===== src/rtl/core/ppfa_page_rem.sv =====
`timescale 1ns / 1ps
module ppfa_page_rem #(
   parameter int NUM_PAGES = 32768,
   parameter int QW        = 20
) (
   input  logic                         clock,
   input  logic                         reset,
   input  logic                         start,
   input  logic [QW-1:0]                quot,
   output logic                         done,
   output logic [$clog2(NUM_PAGES)-1:0] rem
);
   localparam int PW      = $clog2(NUM_PAGES);
   localparam bit IS_POW2 = (NUM_PAGES == (1 << PW));
   localparam int XW      = (QW > PW) ? QW : PW;

   generate
      if (IS_POW2) begin : g_mask
         logic [XW-1:0] quot_x;
         logic [PW-1:0] rem_ff;
         logic          done_ff;

         assign quot_x = XW'(quot);

         // page count is a power of two: remainder is the low bits
         always_ff @(posedge clock) begin
            if (reset) begin
               done_ff <= 1'b0;
            end else if (start) begin
               done_ff <= 1'b1;
            end
         end

         always_ff @(posedge clock) begin
            if (start) begin
               rem_ff <= quot_x[PW-1:0];
            end
         end

         assign done = done_ff;
         assign rem  = rem_ff;
      end else begin : g_recip
         // shift and rounded-up reciprocal give an exact quotient for any QW-bit input
         localparam int         KSH   = QW + PW;
         localparam int         PRW   = KSH + QW;
         localparam logic [63:0] MAGIC =
            ((64'd1 << KSH) + 64'(NUM_PAGES) - 64'd1) / 64'(NUM_PAGES);

         logic           x_vld_ff, x_vld_in;
         logic           p_vld_ff, p_vld_in;
         logic           done_ff, done_in;
         logic [QW-1:0]  x_ff, x_in;
         logic [PRW-1:0] prod_ff, prod_in;
         logic [PW-1:0]  r_ff, r_in;
         logic [QW-1:0]  quo;
         logic [QW-1:0]  quo_n;
         logic [XW-1:0]  diff;

         // quotient by reciprocal multiply, then remainder by multiply and subtract
         always_comb begin
            x_vld_in = start;
            p_vld_in = x_vld_ff && !start;
            done_in  = !start && (done_ff || p_vld_ff);
            x_in     = start ? quot : x_ff;
            prod_in  = x_vld_ff ? (PRW'(x_ff) * PRW'(MAGIC)) : prod_ff;
            quo      = prod_ff[KSH +: QW];
            quo_n    = QW'(32'(quo) * 32'(NUM_PAGES));
            diff     = XW'(x_ff - quo_n);
            r_in     = p_vld_ff ? diff[PW-1:0] : r_ff;
         end

         always_ff @(posedge clock) begin
            if (reset) begin
               x_vld_ff <= 1'b0;
               p_vld_ff <= 1'b0;
               done_ff  <= 1'b0;
            end else begin
               x_vld_ff <= x_vld_in;
               p_vld_ff <= p_vld_in;
               done_ff  <= done_in;
            end
         end

         always_ff @(posedge clock) begin
            x_ff    <= x_in;
            prod_ff <= prod_in;
            r_ff    <= r_in;
         end

         assign done = done_ff;
         assign rem  = r_ff;
      end
   endgenerate
endmodule


===== config.mk =====
export PLATFORM = sky130hd
export DESIGN_NAME = ppfa_page_rem
export DESIGN_NICKNAME = d
export VERILOG_FILES = /design/src/rtl/core/ppfa_page_rem.sv
export SDC_FILE = /design/constraint.sdc
export NUM_CORES = 1
export LEC_CHECK = 0
export ABC_AREA = 1
export ABC_CLOCK_PERIOD_IN_PS = 1000
export BUFFER_PORTS_ARGS = -buffer_cell sky130_fd_sc_hd__buf_2
export CAP_MARGIN = 20
export CORE_AREA = 2 2 39 41
export CTS_BUF_LIST = sky130_fd_sc_hd__clkbuf_8
export DETAILED_ROUTE_END_ITERATION = 10
export DIE_AREA = 0 0 41 43
export PLACE_DENSITY = 0.75
export RECOVER_POWER = 25
export SLEW_MARGIN = 20
export SYNTH_ARGS = -nofsm -noshare
export SYNTH_HDL_FRONTEND = slang
export SYNTH_SLANG_ARGS = --single-unit

===== constraint.sdc =====
create_clock -name clock -period 1 [get_ports clock]
set_input_delay 0.05 -clock clock [delete_from_list [all_inputs] [get_ports clock]]
set_output_delay 0.05 -clock clock [all_outputs]
set_load 0.1 [all_outputs]

# Yosys cells after proc, flatten, opt, wreduce, memory -nomap -nowiden

Index checks and enable logic that the tools add are counted.
W data, S select, Z words.

Flip-flop bits (word level): 16
Word-level logic and storage cells: 2

# Depth between registers and ports, before layout

Word-level depth: 0
Gate-level depth with buffers: 2
Mapped depth without buffers: 2

# Worst setup path before layout

No wires, ideal clock.

Path type: register to register
From: register, netlist name done
To: register g_mask.done_ff (netlist: done)
Setup time: 0.066 ns
Arrival time: 1.127 ns
Data required time: 0.934 ns
Slack: -0.193 ns
Cell stages (with the launch flop): 3
Path buffers: 0
Clock period less this slack: 1.193 ns
Cells stage by stage: dfxtp_1 > nor2_1 > nor2_1

RTL lines:

| item                   | RTL line | text |
|---|---|---|
| end signal: assignment | 28       | `done_ff <= 1'b0;` |
| end signal: assignment | 30       | `done_ff <= 1'b1;` |
| end: declaration       | 21       | `logic done_ff;` |

# Worst setup path after layout

From: register g_mask.rem_ff[3] (netlist: rem[3])
To: output rem[3]

RTL lines:

| item                     | RTL line | text |
|---|---|---|
| start: declaration       | 20       | `logic [PW-1:0] rem_ff;` |
| start signal: assignment | 36       | `rem_ff <= quot_x[PW-1:0];` |
| end: declaration         | 11       | `output logic [$clog2(NUM_PAGES)-1:0] rem` |

No word-level cell between the ends.

==> impl_metrics.tcl <==
set metrics [dict create \
    cp_data_arrival_time_ps 860 \
    wirelength_um 1060 \
    synthCells 18 \
    dieArea_um2 1760 \
    clock_latency_ps 240 \
    ir_drop_v 0.00123 \
    clkPwrFrac_pct 23.6 \
    portBuffers 33 \
    synth_nets 41 \
    swShare_pct 33.2 \
    nNetsFinal 95 \
    ant_nets 0 \
    start_util_pct 34.5 \
    antenna_found_initial 0 \
    fp.dieW_um 41 \
    clk_pin_slew_ps 60 \
    finalSetupTns_ps 0 \
    vias 360 \
    pre_cts_slack_ps 308 \
    yosysSeqAreaShare_pct 98.4 \
    ios 39 \
    setup-violations-final 0 \
    hold_path_class "in2reg" \
    htreeDepth 1 \
    start_kind "flop" \
    area_delta_synth_final_pct 132 \
    grt_pass1_wl_um 1610 \
    ff_latch_area_um2 472 \
    ctsResizeCount 0 \
    yosys.area.top_type "edfxtp_1" \
    clockBufferDepth 2 \
    ys_top_cells_by_area "edfxtp_1, dfxtp_1, nor2_1" \
    cts_setup_buffers 0 \
    worstSetupEndpointType "primary output" \
    yosysWarnings 0 \
    power_mw 1.98 \
    cts.sinks 16 \
    finalCritPeriodShare_pct 91.1 \
    fin_crit_ps 911 \
    nFillCells 68 \
    internal-power_mw 1.32 \
    clock.fmax_mhz 1100 \
    hold_viol 0 \
    min_delay_path_depth 3 \
    multi_input_area_um2 7.51 \
    core_um2 1380 \
    grt_max_degree 17 \
    grt.total_usage_pct 15.8 \
    path_class "reg2out" \
    layout_setup_ws_ps 88.9 \
    p_sw_mw 0.657 \
    wl_per_cell_um 12.2 \
    cp.depth 1 \
    synth_area_per_cell_um2 26.6 \
    cp_slowest_cell "edfxtp_1" \
    remaining_drc_errors 0 \
    outcome "finished, final reports clean" \
    viasPerCell 4.14 \
    relSlewSlack_pct 47.4 \
    synth_top_cell_area_share_pct 94.2 \
    required_ps 950 \
    final_max_slew_viol_count 0 \
    maxCapViolCount 0 \
    p_leak_nw 0.467 \
    dp.cells 67 \
    timing.critical_path.buf_inv 1 \
    path_cells "buf_12" \
    worst_slew_pin_slew_ps 789 \
    seq_power_share_pct 42.3 \
    ys_seq_elements 16 \
    r2r_slack_ps 410 \
    rsz0062_at_grt "false" \
    skew_ps 0 \
    antenna_cells 0 \
    clockRootBuffer "clkbuf_8" \
    hpwl_um 687 \
    cts_tree "yes" \
    cpPeakStageDelay_ps 420 \
    crit_family "flip-flops" \
    power.density_nw_per_um2 1780 \
    gp_congestion 0.622 \
    r2r_cells 2 \
    numCtsBuffers 3 \
    die_h_um 43 \
    combPwrFrac_pct 34.0 \
    fp-row-count 14 \
    drt-initial-drc-count 2 \
    grt_pass1_vias 396 \
    final_cell_count_no_fill 87 \
    layout-drive-gt1-share_pct 50.7 \
    ys_types 3 \
    path_max_fanout 1 \
    syn_area_um2 478 \
    grt-ovfl-total 0 \
    firstDrtPassIters 2 \
]
## cells in the mapped netlist
| cell | number |
|---|---|
| dfxtp_1 | 1 |
| edfxtp_1 | 15 |
| nor2_1 | 2 |
## final timing paths
check,from,end
setup / recovery,rem[3],rem[3]
hold / removal,start,done
setup reg to reg,done,done
hold reg to reg,done,done
## stage by stage
step	hold WS, ps	utilization (%)	area [um^2]
final	410	80.1	1110
after global routing	462	80.1	1110
after CTS	217	80.2	1110
after detailed placement	201	65.4	905
after global placement	199	65.4	905
after floorplan	115	-	479
## what timing repair did
item                                    4_1_cts  5_1_grt
endpoints found under the setup margin        0        0
hold endpoints to repair                     16        0
hold buffers                                 16        0
## area by class of cell
class	count	share of cell area, %
flip-flops and latches	16	42.6
well taps	16	1.81
repair buffers	49	50.9
multi-input cells	2	0.677
clock inverters	1	0.339
clock buffers	3	3.72
## state kept, by name, indices dropped and copies added (netlist names)
name and count:
done 1, rem 15
## layout by cell type (no fill, tap or decap)
cell	netlist	final
dfxtp_2	0	1
buf_12	0	16
dlygate4sd3_1	0	16
edfxtp_1	15	15
clkbuf_8	0	3
inv_1	0	1
nor2_1	2	2
buf_2	0	16
clkbuf_1	0	1
## power groups by stage
stage                     Sequential [mW]  Combinational (mW)  Clock [mW]
after floorplan                      1.20             0.00216           0
after global placement              0.847               0.623           0
after detailed placement            0.850               0.627           0
after CTS                           0.837               0.675       0.482
after global routing                0.839               0.693       0.522
final                               0.836               0.672       0.467
## cells by family after synthesis
| group | count (synthesis) | share of synthesized area, % |
|---|---|---|
| flops | 16 | 98.4 |
| simple gates | 2 | 1.57 |
## routing by layer
| layer | wire, um | global-route usage [%] | vias to the layer above |
|---|---|---|---|
| met1 | 351 | 11.9 | 145 |
| met4 | 40 | 14.0 | 0 |
| met5 | 0 | 0 | - |
| met3 | 178 | 12.0 | 5 |
| met2 | 489 | 23.4 | 34 |
| li1 | - | - | 176 |
Note: power is estimated with default switching activity, not from simulation.
